===== src/hw/rtl/bmmg_pkg.sv =====
// shared types, widths and constants of the beat and measure marker generator
`timescale 1ns / 1ps
`default_nettype none

package bmmg_pkg;

    // field widths
    localparam int TIME_W  = 32;
    localparam int NBT_W   = 40;
    localparam int TRK_W   = 6;
    localparam int SIG_W   = 8;
    localparam int CPB_W   = 16;
    localparam int MEAS_W  = 16;
    localparam int LEN_W   = CPB_W + 2;
    localparam int CNT_W   = TIME_W + 1;

    // shared divider: dividend is left-aligned in DIV_W bits
    localparam int DIV_W   = NBT_W;
    localparam int ITER_W  = $clog2(DIV_W + 1);

    // marker limit per event and the counter that walks it
    localparam int MAX_MARKERS = 63;
    localparam int LEFT_W      = $clog2(MAX_MARKERS + 1);

    localparam logic [CPB_W-1:0]  CPB_RESET   = CPB_W'(96);
    localparam logic [SIG_W-1:0]  SIG_DEFAULT = SIG_W'(4);
    localparam logic [MEAS_W-1:0] MEAS_MAX    = {MEAS_W{1'b1}};

    // input operation codes
    localparam logic OP_EVENT  = 1'b0;
    localparam logic OP_REWIND = 1'b1;

    // result kinds
    localparam logic KIND_MARKER = 1'b0;
    localparam logic KIND_EVENT  = 1'b1;

    // sequencer states
    typedef enum logic [3:0] {
        S_IDLE,
        S_LEN_GO,
        S_LEN_WAIT,
        S_CNT_GO,
        S_CNT_WAIT,
        S_MARK,
        S_MUL,
        S_BULK,
        S_BDIV_WAIT,
        S_EVT
    } t_state;

    // request to the shared divider
    typedef struct packed {
        logic              start;
        logic [DIV_W-1:0]  dividend;
        logic [LEN_W-1:0]  divisor;
        logic [ITER_W-1:0] iters;
    } t_div_req;

    // response from the shared divider
    typedef struct packed {
        logic             busy;
        logic             done;
        logic [DIV_W-1:0] quot;
        logic [LEN_W-1:0] rem;
    } t_div_rsp;

endpackage

`default_nettype wire


===== src/hw/rtl/beat_measure_marker_generator.sv =====
// top level of the beat and measure marker generator
//
// channel  direction  request                  fields
// s_axis   in         timed event or rewind    tdata, tuser
// m_axis   out        beat marker or event     tdata, tuser, tlast
// cfg      in         clocks per beat write    i_cfg_wdata
//
// a timed event goes through the beat length divide, the beat count divide
// (only when a beat is due), one marker a cycle while m_axis accepts (at most 63),
// the multiply and beat divide when beats beyond the marker limit are folded in
// (the divide only with a nonzero numerator) and then the event result;
// all divides go one bit a cycle through the one shared divider
// a rewind is handled in the idle state and gives no result
// reset is synchronous; no clearing pass is needed
// a stall on m_axis holds the sequencer at the marker or event being sent
`timescale 1ns / 1ps
`default_nettype none

module beat_measure_marker_generator (
    input  wire logic        i_clk,
    input  wire logic        i_rst_n,
    // configuration
    input  wire logic        i_cfg_we,
    input  wire logic [15:0] i_cfg_wdata,
    // events in
    input  wire logic        i_s_axis_tvalid,
    output logic             o_s_axis_tready,
    // event_time, track, sig_numerator, sig_denominator, zero pad
    input  wire logic [55:0] i_s_axis_tdata,
    // op, is_time_signature
    input  wire logic [1:0]  i_s_axis_tuser,
    // results out
    output logic             o_m_axis_tvalid,
    input  wire logic        i_m_axis_tready,
    // time_res, track_out, beat, measure, bar_start, markers_dropped
    output logic [63:0]      o_m_axis_tdata,
    // kind
    output logic [0:0]       o_m_axis_tuser,
    output logic             o_m_axis_tlast
);
    import bmmg_pkg::*;

    // state registers
    t_state              r_state, n_state;
    logic [CPB_W-1:0]    r_cpb, n_cpb;
    logic [NBT_W-1:0]    r_nbt, n_nbt;
    logic [SIG_W-1:0]    r_beat, n_beat;
    logic [MEAS_W-1:0]   r_meas, n_meas;
    logic [SIG_W-1:0]    r_sig_num, n_sig_num;
    logic [SIG_W-1:0]    r_sig_den, n_sig_den;

    // per-event working registers
    logic [TIME_W-1:0]   r_t, n_t;
    logic [TRK_W-1:0]    r_trk, n_trk;
    logic                r_is_sig, n_is_sig;
    logic [SIG_W-1:0]    r_num, n_num;
    logic [SIG_W-1:0]    r_den, n_den;
    logic [LEN_W-1:0]    r_step, n_step;
    logic [CNT_W-1:0]    r_n, n_n;
    logic [LEFT_W-1:0]   r_left, n_left;
    logic [TIME_W+LEN_W-1:0] r_prod, n_prod;
    logic                r_drop, n_drop;

    // output register
    logic                r_ov, n_ov;
    logic                r_o_kind, n_o_kind;
    logic [TIME_W-1:0]   r_o_time, n_o_time;
    logic [TRK_W-1:0]    r_o_trk, n_o_trk;
    logic [SIG_W-1:0]    r_o_beat, n_o_beat;
    logic [MEAS_W-1:0]   r_o_meas, n_o_meas;
    logic                r_o_nm, n_o_nm;
    logic                r_o_drop, n_o_drop;
    logic                r_o_last, n_o_last;

    // divider link
    t_div_req            w_div_req;
    t_div_rsp            w_div_rsp;

    // helpers
    logic                w_in_fire;
    logic                w_out_free;
    logic                w_mark_fire;
    logic [SIG_W-1:0]    w_den_eff;
    logic [NBT_W-1:0]    w_gap;
    logic                w_due;
    logic [SIG_W:0]      w_beat_inc;
    logic                w_wrap;
    logic [CNT_W-1:0]    w_rest_full;
    logic [TIME_W-1:0]   w_rest;
    logic                w_wrap_first;
    logic [SIG_W-1:0]    w_b0;
    logic [TIME_W-1:0]   w_r1;
    logic [CNT_W-1:0]    w_total;
    logic [CNT_W:0]      w_meas_sum;
    logic [CNT_W-1:0]    w_meas_rest;

    bmmg_div u_div (
        .i_clk   (i_clk),
        .i_rst_n (i_rst_n),
        .i_req   (w_div_req),
        .o_rsp   (w_div_rsp)
    );

    // handshakes
    assign o_s_axis_tready = (r_state == S_IDLE);
    assign w_in_fire       = i_s_axis_tvalid && o_s_axis_tready;
    assign w_out_free      = !r_ov || i_m_axis_tready;
    assign w_mark_fire     = (r_state == S_MARK) && w_out_free;

    // shared arithmetic terms
    always_comb begin
        w_den_eff    = (r_sig_den == '0) ? SIG_W'(1) : r_sig_den;
        w_gap        = {{(NBT_W-TIME_W){1'b0}}, r_t} - r_nbt;
        w_due        = r_nbt <= {{(NBT_W-TIME_W){1'b0}}, r_t};
        w_beat_inc   = {1'b0, r_beat} + (SIG_W+1)'(1);
        w_wrap       = (r_sig_num == '0) || (w_beat_inc >= {1'b0, r_sig_num});
        w_rest_full  = r_n - CNT_W'(MAX_MARKERS);
        w_rest       = w_rest_full[TIME_W-1:0];
        w_wrap_first = r_beat >= r_sig_num;
        w_b0         = w_wrap_first ? '0 : r_beat;
        w_r1         = w_wrap_first ? (w_rest - TIME_W'(1)) : w_rest;
        w_total      = {{(CNT_W-SIG_W){1'b0}}, w_b0} + {1'b0, w_r1};
        w_meas_sum   = {{(CNT_W+1-MEAS_W){1'b0}}, r_meas}
                     + {{CNT_W{1'b0}}, w_wrap_first}
                     + {1'b0, w_div_rsp.quot[CNT_W-1:0]};
        w_meas_rest  = {{(CNT_W-MEAS_W){1'b0}}, r_meas} + {1'b0, w_rest};
    end

    // sequencer: next state, working registers and output register
    always_comb begin
        n_state   = r_state;
        n_cpb     = r_cpb;
        n_nbt     = r_nbt;
        n_beat    = r_beat;
        n_meas    = r_meas;
        n_sig_num = r_sig_num;
        n_sig_den = r_sig_den;
        n_t       = r_t;
        n_trk     = r_trk;
        n_is_sig  = r_is_sig;
        n_num     = r_num;
        n_den     = r_den;
        n_step    = r_step;
        n_n       = r_n;
        n_left    = r_left;
        n_prod    = r_prod;
        n_drop    = r_drop;
        n_ov      = r_ov && !i_m_axis_tready;
        n_o_kind  = r_o_kind;
        n_o_time  = r_o_time;
        n_o_trk   = r_o_trk;
        n_o_beat  = r_o_beat;
        n_o_meas  = r_o_meas;
        n_o_nm    = r_o_nm;
        n_o_drop  = r_o_drop;
        n_o_last  = r_o_last;

        w_div_req.start    = 1'b0;
        w_div_req.dividend = '0;
        w_div_req.divisor  = '0;
        w_div_req.iters    = '0;

        // clocks per beat; the user must write it only while idle, the block does not enforce this
        if (i_cfg_we) begin
            n_cpb = i_cfg_wdata;
        end

        case (r_state)
            S_IDLE: begin
                if (w_in_fire) begin
                    if (i_s_axis_tuser[0] == OP_REWIND) begin
                        // back to time zero in 4/4
                        n_sig_num = SIG_DEFAULT;
                        n_sig_den = SIG_DEFAULT;
                        n_beat    = '0;
                        n_meas    = '0;
                        n_nbt     = {{(NBT_W-CPB_W){1'b0}},
                                     (r_cpb == '0) ? CPB_W'(1) : r_cpb};
                    end else begin
                        n_t      = i_s_axis_tdata[31:0];
                        n_trk    = i_s_axis_tdata[37:32];
                        n_num    = i_s_axis_tdata[45:38];
                        n_den    = i_s_axis_tdata[53:46];
                        n_is_sig = i_s_axis_tuser[1];
                        n_drop   = 1'b0;
                        n_state  = S_LEN_GO;
                    end
                end
            end
            S_LEN_GO: begin
                // beat length = clocks_per_beat * 4 / denominator
                w_div_req.start    = 1'b1;
                w_div_req.dividend = {r_cpb, 2'b00, {(DIV_W-LEN_W){1'b0}}};
                w_div_req.divisor  = {{(LEN_W-SIG_W){1'b0}}, w_den_eff};
                w_div_req.iters    = ITER_W'(LEN_W);
                n_state            = S_LEN_WAIT;
            end
            S_LEN_WAIT: begin
                if (w_div_rsp.done) begin
                    n_step  = (w_div_rsp.quot[LEN_W-1:0] == '0) ? LEN_W'(1)
                                                                : w_div_rsp.quot[LEN_W-1:0];
                    n_state = w_due ? S_CNT_GO : S_EVT;
                end
            end
            S_CNT_GO: begin
                // beats due = (event time - next beat time) / length + 1
                w_div_req.start    = 1'b1;
                w_div_req.dividend = {w_gap[TIME_W-1:0], {(DIV_W-TIME_W){1'b0}}};
                w_div_req.divisor  = r_step;
                w_div_req.iters    = ITER_W'(TIME_W);
                n_state            = S_CNT_WAIT;
            end
            S_CNT_WAIT: begin
                if (w_div_rsp.done) begin
                    n_n     = {1'b0, w_div_rsp.quot[TIME_W-1:0]} + CNT_W'(1);
                    n_left  = (n_n > CNT_W'(MAX_MARKERS)) ? LEFT_W'(MAX_MARKERS)
                                                          : n_n[LEFT_W-1:0];
                    n_state = S_MARK;
                end
            end
            S_MARK: begin
                // one marker a cycle while the output register is free
                if (w_out_free) begin
                    n_beat   = w_wrap ? '0 : w_beat_inc[SIG_W-1:0];
                    n_meas   = (w_wrap && r_meas != MEAS_MAX) ? r_meas + MEAS_W'(1)
                                                              : r_meas;
                    n_nbt    = r_nbt + {{(NBT_W-LEN_W){1'b0}}, r_step};
                    n_ov     = 1'b1;
                    n_o_kind = KIND_MARKER;
                    n_o_time = r_nbt[TIME_W-1:0];
                    n_o_trk  = '0;
                    n_o_beat = n_beat;
                    n_o_meas = n_meas;
                    n_o_nm   = w_wrap;
                    n_o_drop = 1'b0;
                    n_o_last = 1'b0;
                    n_left   = r_left - LEFT_W'(1);
                    if (r_left == LEFT_W'(1)) begin
                        n_state = (r_n > CNT_W'(MAX_MARKERS)) ? S_MUL : S_EVT;
                    end
                end
            end
            S_MUL: begin
                // time span of the beats beyond the limit
                n_prod  = w_rest * r_step;
                n_state = S_BULK;
            end
            S_BULK: begin
                n_nbt  = r_nbt + r_prod[NBT_W-1:0];
                n_drop = 1'b1;
                if (r_sig_num == '0) begin
                    n_beat  = '0;
                    n_meas  = (w_meas_rest > CNT_W'(MEAS_MAX)) ? MEAS_MAX
                                                               : w_meas_rest[MEAS_W-1:0];
                    n_state = S_EVT;
                end else begin
                    // fold skipped beats into beat and measure
                    w_div_req.start    = 1'b1;
                    w_div_req.dividend = {w_total, {(DIV_W-CNT_W){1'b0}}};
                    w_div_req.divisor  = {{(LEN_W-SIG_W){1'b0}}, r_sig_num};
                    w_div_req.iters    = ITER_W'(CNT_W);
                    n_state            = S_BDIV_WAIT;
                end
            end
            S_BDIV_WAIT: begin
                if (w_div_rsp.done) begin
                    n_beat  = w_div_rsp.rem[SIG_W-1:0];
                    n_meas  = (w_meas_sum > (CNT_W+1)'(MEAS_MAX)) ? MEAS_MAX
                                                                  : w_meas_sum[MEAS_W-1:0];
                    n_state = S_EVT;
                end
            end
            S_EVT: begin
                // the event itself, then a possible signature change
                if (w_out_free) begin
                    n_ov     = 1'b1;
                    n_o_kind = KIND_EVENT;
                    n_o_time = r_t;
                    n_o_trk  = r_trk;
                    n_o_beat = r_beat;
                    n_o_meas = r_meas;
                    n_o_nm   = 1'b0;
                    n_o_drop = r_drop;
                    n_o_last = 1'b1;
                    if (r_is_sig && r_trk == '0) begin
                        n_sig_num = r_num;
                        n_sig_den = r_den;
                    end
                    n_state = S_IDLE;
                end
            end
            default: begin
                n_state = S_IDLE;
            end
        endcase
    end

    // control registers
    always_ff @(posedge i_clk) begin
        if (!i_rst_n) begin
            r_state   <= S_IDLE;
            r_cpb     <= CPB_RESET;
            r_nbt     <= {{(NBT_W-CPB_W){1'b0}}, CPB_RESET};
            r_beat    <= '0;
            r_meas    <= '0;
            r_sig_num <= SIG_DEFAULT;
            r_sig_den <= SIG_DEFAULT;
            r_ov      <= 1'b0;
        end else begin
            r_state   <= n_state;
            r_cpb     <= n_cpb;
            r_nbt     <= n_nbt;
            r_beat    <= n_beat;
            r_meas    <= n_meas;
            r_sig_num <= n_sig_num;
            r_sig_den <= n_sig_den;
            r_ov      <= n_ov;
        end
    end

    // payload registers
    always_ff @(posedge i_clk) begin
        r_t      <= n_t;
        r_trk    <= n_trk;
        r_is_sig <= n_is_sig;
        r_num    <= n_num;
        r_den    <= n_den;
        r_step   <= n_step;
        r_n      <= n_n;
        r_left   <= n_left;
        r_prod   <= n_prod;
        r_drop   <= n_drop;
        r_o_kind <= n_o_kind;
        r_o_time <= n_o_time;
        r_o_trk  <= n_o_trk;
        r_o_beat <= n_o_beat;
        r_o_meas <= n_o_meas;
        r_o_nm   <= n_o_nm;
        r_o_drop <= n_o_drop;
        r_o_last <= n_o_last;
    end

    // result port
    assign o_m_axis_tvalid = r_ov;
    assign o_m_axis_tdata  = {r_o_drop, r_o_nm, r_o_meas, r_o_beat, r_o_trk, r_o_time};
    assign o_m_axis_tuser  = r_o_kind;
    assign o_m_axis_tlast  = r_o_last;

    // divider is never restarted mid-division
    a_div_no_restart: assert property (@(posedge i_clk) disable iff (!i_rst_n)
        w_div_req.start |-> !w_div_rsp.busy)
        else $error("divider started while busy");

    // beat stays inside the measure after each marker
    a_beat_in_range: assert property (@(posedge i_clk) disable iff (!i_rst_n)
        w_mark_fire |=> (r_beat == '0) || (r_beat < r_sig_num))
        else $error("beat beyond numerator after marker");

    // a timed event keeps the input closed while it is worked on
    a_busy_after_event: assert property (@(posedge i_clk) disable iff (!i_rst_n)
        (w_in_fire && i_s_axis_tuser[0] == OP_EVENT) |=> !o_s_axis_tready)
        else $error("input reopened during event");

endmodule

`default_nettype wire


===== src/hw/rtl/bmmg_div.sv =====
// shared restoring divider, one quotient bit per cycle
`timescale 1ns / 1ps
`default_nettype none

module bmmg_div (
    input  wire logic               i_clk,
    input  wire logic               i_rst_n,
    input  wire bmmg_pkg::t_div_req i_req,
    output bmmg_pkg::t_div_rsp      o_rsp
);
    import bmmg_pkg::*;

    logic              r_busy;
    logic              r_done;
    logic [DIV_W-1:0]  r_q;
    logic [LEN_W-1:0]  r_rem;
    logic [LEN_W-1:0]  r_dvs;
    logic [ITER_W-1:0] r_cnt;

    logic [LEN_W:0]    w_trial;
    logic [LEN_W:0]    w_diff;
    logic              w_fits;

    // trial subtract of the divisor from the shifted partial remainder
    always_comb begin
        w_trial = {r_rem, r_q[DIV_W-1]};
        w_diff  = w_trial - {1'b0, r_dvs};
        w_fits  = !w_diff[LEN_W];
    end

    // control
    always_ff @(posedge i_clk) begin
        if (!i_rst_n) begin
            r_busy <= 1'b0;
            r_done <= 1'b0;
        end else begin
            r_done <= 1'b0;
            if (i_req.start) begin
                r_busy <= 1'b1;
            end else if (r_busy && r_cnt == ITER_W'(1)) begin
                r_busy <= 1'b0;
                r_done <= 1'b1;
            end
        end
    end

    // datapath
    always_ff @(posedge i_clk) begin
        if (i_req.start) begin
            r_q   <= i_req.dividend;
            r_rem <= '0;
            r_dvs <= i_req.divisor;
            r_cnt <= i_req.iters;
        end else if (r_busy) begin
            r_q   <= {r_q[DIV_W-2:0], w_fits};
            r_rem <= w_fits ? w_diff[LEN_W-1:0] : w_trial[LEN_W-1:0];
            r_cnt <= r_cnt - ITER_W'(1);
        end
    end

    assign o_rsp.busy = r_busy;
    assign o_rsp.done = r_done;
    assign o_rsp.quot = r_q;
    assign o_rsp.rem  = r_rem;

endmodule

`default_nettype wire

===== config.mk =====
export PLATFORM = sky130hd
export DESIGN_NAME = beat_measure_marker_generator
export DESIGN_NICKNAME = d
export VERILOG_FILES = /design/src/hw/rtl/bmmg_pkg.sv /design/src/hw/rtl/beat_measure_marker_generator.sv /design/src/hw/rtl/bmmg_div.sv
export SDC_FILE = /design/constraint.sdc
export NUM_CORES = 2
export LEC_CHECK = 0
export BUFFER_PORTS_ARGS = -buffer_cell sky130_fd_sc_hd__buf_2
export CORE_AREA = 2 2 274 276
export CTS_CLUSTER_SIZE = 16
export DETAILED_ROUTE_END_ITERATION = 8
export DIE_AREA = 0 0 276 278
export PLACE_DENSITY = 0.77
export SETUP_SLACK_MARGIN = 0.3
export SLEW_MARGIN = 0
export SYNTH_ARGS = -nofsm -noshare
export SYNTH_HDL_FRONTEND = slang
export SYNTH_HIERARCHICAL = 1
export SYNTH_SLANG_ARGS = --single-unit

===== constraint.sdc =====
create_clock -name i_clk -period 10.85 [get_ports i_clk]
set_input_delay 2.17 -clock i_clk [delete_from_list [all_inputs] [get_ports i_clk]]
set_output_delay 2.17 -clock i_clk [all_outputs]
set_load 0.1 [all_outputs]

### After elaboration in Yosys (flattened, before gate mapping)

Cells that the tools add are included.
Widths: inputs -> output; s select.

| word-level totals | value |
|---|---|
| logic and storage cells | 195 |
| bits in registers | 403 |

| operators by class | value |
|---|---|
| multiply operators | 1 |
| add/sub/neg operators | 15 |
| magnitude comparators | 7 |
| multiplexer cells | 80 |
| reduce and logical (&&, ||, !) cells | 36 |
| eq/ne operators | 23 |
| bitwise operators | 2 |

Operators by type and width:

| kind | number |
|---|---|
| $mux 40 | 5 |
| $pmux 65 s3 | 1 |
| $mux 16 | 10 |
| $mux 8 | 15 |
| $pmux 40 s3 | 1 |
| $mux 32 | 3 |
| $gt 33x6->1 const B | 2 |
| $mux 65 | 1 |
| $pmux 16 s4 | 1 |
| $pmux 32 s2 | 1 |
| $pmux 8 s2 | 3 |
| $mux 6 | 7 |
| $add 40x18->40 | 1 |
| $add 40x40->40 | 1 |
| $le 40x32->1 | 1 |
| $mul 32x18->40 | 1 |
| $mux 4 | 10 |
| $pmux 4 s10 | 1 |
| $add 17x33->34 | 1 |
| $gt 34x16->1 const B | 1 |
| $add 16x32->33 | 1 |
| $add 32x1->33 const B | 1 |
| $add 8x32->33 | 1 |
| $gt 33x16->1 const B | 1 |
| 43 further kinds | 93 |

### Logic depth before layout (Yosys ltp)

| depth | value |
|---|---|
| depth after elaboration | 7 |
| gate-level depth with buffers | 33 |
| mapped depth without buffers | 30 |

### Hierarchy

The synthesis kept the hierarchy.

Modules (own cells, without submodules):

| module | sequential area each (um^2) | cells an instance | area an instance (um^2) | instances |
|---|---|---|---|---|
| beat_measure_marker_generator | 8,568.2 | 4,511 | 39,501.6 | 1 |
| bmmg_div | 2,322.2 | 391 | 4,474.3 | 1 |

### Worst setup path before layout

No wires, ideal clock.

| timing path | value |
|---|---|
| path type | register -> register |
| from | reg r_n[1] |
| to | reg r_prod[38] (data pin) |
| setup slack | 2.881 ns |
| data required time | 10.592 ns |
| clock period less this slack | 7.969 ns |
| cell stages (with the launch flop) | 31 |
| arrival | 7.712 ns |
| cells stage by stage | edfxtp_1 -> ha_1 -> clkbuf_1 -> and2_1 -> a211oi_1 -> xnor2_1 -> clkbuf_1 -> clkbuf_1 -> nand2_1 -> fa_1 -> inv_1 -> fa_1 -> inv_1 -> fa_1 -> fa_1 -> fa_1 -> inv_1 -> fa_1 -> ha_1 -> o21a_1 -> o211ai_1 -> o21ai_0 -> a21o_1 -> a221oi_1 -> o21ai_0 -> a21oi_1 -> o221ai_1 -> o21bai_1 -> o21ai_0 -> a21oi_1 -> xnor2_1 |

| on the way | value |
|---|---|
| longest elaborated chain between the ends | 2 |

RTL lines:

| what | RTL line | source |
|---|---|---|
| start, declared | beat_measure_marker_generator.sv:59 | `logic [CNT_W-1:0] r_n, n_n;` |
| start signal, assigned | beat_measure_marker_generator.sv:329 | `r_n <= n_n;` |
| $sub 32x6->32 | beat_measure_marker_generator.sv:117 | `w_rest_full = r_n - CNT_W'(MAX_MARKERS);` |
| $mul 32x18->40 | beat_measure_marker_generator.sv:245 | `n_prod = w_rest * r_step;` |
| end signal, assigned | beat_measure_marker_generator.sv:331 | `r_prod <= n_prod;` |
| end, declared | beat_measure_marker_generator.sv:61 | `logic [TIME_W+LEN_W-1:0] r_prod, n_prod;` |

Every way passes these cells.
A chain may end at the register's enable or synchronous reset.

### Worst setup path in the final report

| timing path | value |
|---|---|
| from | reg r_n[1] |
| to | reg r_prod[36] (data pin) |

Same word-level chain as after synthesis.

==> impl_metrics.json <==
{
  "status": "complete, but fails checks",
  "violations": "design-rule violations",
  "viasPerCell": 6.06,
  "cts_buffers": 47,
  "drc": 48,
  "gp_congestion": 0.989,
  "post_cts_buffers": 0,
  "tightestPinTransition_ps": 1310,
  "power_density_nw_per_um2": 151,
  "drt-wirelength-per-cell_um": 21.7,
  "synthCells": 4901,
  "fin_skew_ps": 40.8,
  "instances_no_fill": 5943,
  "final_common_cell": "inv_1",
  "core_area_um2": 73800,
  "peakVddDrop_mv": 0.192,
  "cp.required_ps": 11190,
  "setup_slack_ps": 1510,
  "post-route-min-period_ps": 9340,
  "dp_cells": 5850,
  "fillCellCount": 6110,
  "syn2layout_area_growth_pct": 7.80,
  "grtUsageMet2_pct": 55.1,
  "htreeDepth": 2,
  "use_met1_pct": 45.9,
  "grt_setup_unrepaired": "false",
  "io_pins": 147,
  "vias": 36000,
  "finalSetupViolCount": 0,
  "cp_common_cell": "fa_1",
  "startpoint_type": "register",
  "met3_usage_pct": 5.94,
  "ant_nets": 0,
  "arrival_ps": 9680,
  "fin_crit_sh_pct": 86.1,
  "fp.dieW_um": 276,
  "port_buffers": 144,
  "cts_tree": "built",
  "ctsHoldBuffers": 0,
  "grt_pass1_wl_mm": 203,
  "route.final.wire_length_mm": 129,
  "cts-root-buf": "clkbuf_16",
  "busiest_layer": "met2",
  "yosysWarnings": 6,
  "end_kind": "register",
  "first_global_vias": 35700,
  "path_class": "reg2reg",
  "die_h_um": 278,
  "critPathMaxFanout": 18,
  "dieArea_um2": 76700,
  "finalPower_mw": 7.16,
  "antenna_found_initial": 6,
  "syn_area_um2": 44000,
  "overflow": 0,
  "p_leak_nw": 20.9,
  "start_util_pct": 59.6,
  "cpMaxStageDelayCell": "xnor2_1",
  "fin_nets": 5721,
  "drv_slew": 0,
  "cts.sinks": 403,
  "fp-row-count": 100,
  "drt_first_pass_iters": 9,
  "cts_resized": 0,
  "clock_latency_ps": 630,
  "max_slew_margin_pct": 12.1,
  "avgSynthCellArea_um2": 8.97,
  "cts_buffer_depth": 3,
  "hold_viol_final": 0,
  "drv_cap": 0,
  "dp_hpwl_mm": 98.6,
  "dp_slack_ps": 1740,
  "hp-class": "reg2reg",
  "drive_gt1_share_pct": 8.41,
  "layout_common_cells": "inv_1 (669), nand2_1 (620), fa_1 (444)",
  "path_clk_slew_ps": 60,
  "grt_max_degree": 66,
  "fmax_mhz": 107,
  "setup_tns_ps": 0,
  "drtIter0Drc": 3441,
  "max_stage_delay_ps": 600,
  "grtUsageTotal_pct": 33.8
}
==> registers in the layout, summed over array words and instances (netlist names), 4 cells and up <==
name         cells
r_nbt           40
r_prod          40
u_div/r_q       40
r_n             33
r_o_time        32
r_t             32
r_step          18
u_div/r_dvs     18
u_div/r_rem     18
r_cpb           16
r_meas          16
r_o_meas        16
r_beat           8
r_den            8
r_num            8
r_o_beat         8
r_sig_den        8
r_sig_num        8
r_left           6
r_o_trk          6
r_trk            6
u_div/r_cnt      6
r_state          4
==> path summary, 6_finish.rpt <==
path | to | slack, ps | depth (start not counted) | start
worst max-delay path | r_prod[36] | 1510 | 29 | r_n[1]
worst min-delay path | r_nbt[36] | 490 | 2 | r_nbt[36]
worst max register to register | r_prod[36] | 1510 | 29 | r_n[1]
worst min register to register | r_nbt[36] | 490 | 2 | r_nbt[36]
==> worst max-delay path, delay by kind of cell (launching register included) <==
kind	cells	cell delay, ps
adders and majority gates	8	3830
AOI/OAI and AO/OA	11	2790
buffers and inverters	5	750
xor gates and xnor gates	2	700
DFF	1	490
and+or+nand+nor	3	480
==> power by group <==
| group | internal [mW] | switching, mW | total, mW |
|---|---|---|---|
| registers | 2.04 | 0.395 | 2.44 |
| clock network | 1.05 | 0.725 | 1.77 |
| logic | 1.07 | 1.88 | 2.95 |
==> stage by stage <==
step | hold slack (ps) | util, % | cell area (µm²)
6_report | 486 | 64.2 | 47400
5_1_grt | 517 | 64.2 | 47400
4_1_cts | 490 | 64.2 | 47400
3_5_place_dp | 482 | 61.9 | 45700
3_3_place_gp | 477 | 61.9 | 45700
2_1_floorplan | 438 | - | 44000
==> routing by layer <==
layer | part of all wire (%) | vias to the layer above | wire [µm]
li1 | - | 16400 | -
met1 | 41 | 17700 | 52800
met2 | 46 | 1615 | 59800
met3 | 9.1 | 277 | 11700
met4 | 3.5 | 0 | 4530
met5 | 0 | - | 0
==> final cells by class <==
cell class / count / area [µm²] / share of cell area, %
sequential: 403 / 10900 / 23.0
inverter: 672 / 2520 / 5.32
multi-input combinational: 3585 / 29700 / 62.8
clock inverter: 32 / 474 / 1.00
tap: 969 / 1210 / 2.56
antenna: 5 / 12.5 / 0.0264
timing repair buffer: 221 / 1300 / 2.74
clock buffer: 56 / 1240 / 2.62
No activity file was read; power rests on OpenSTA's default activity.
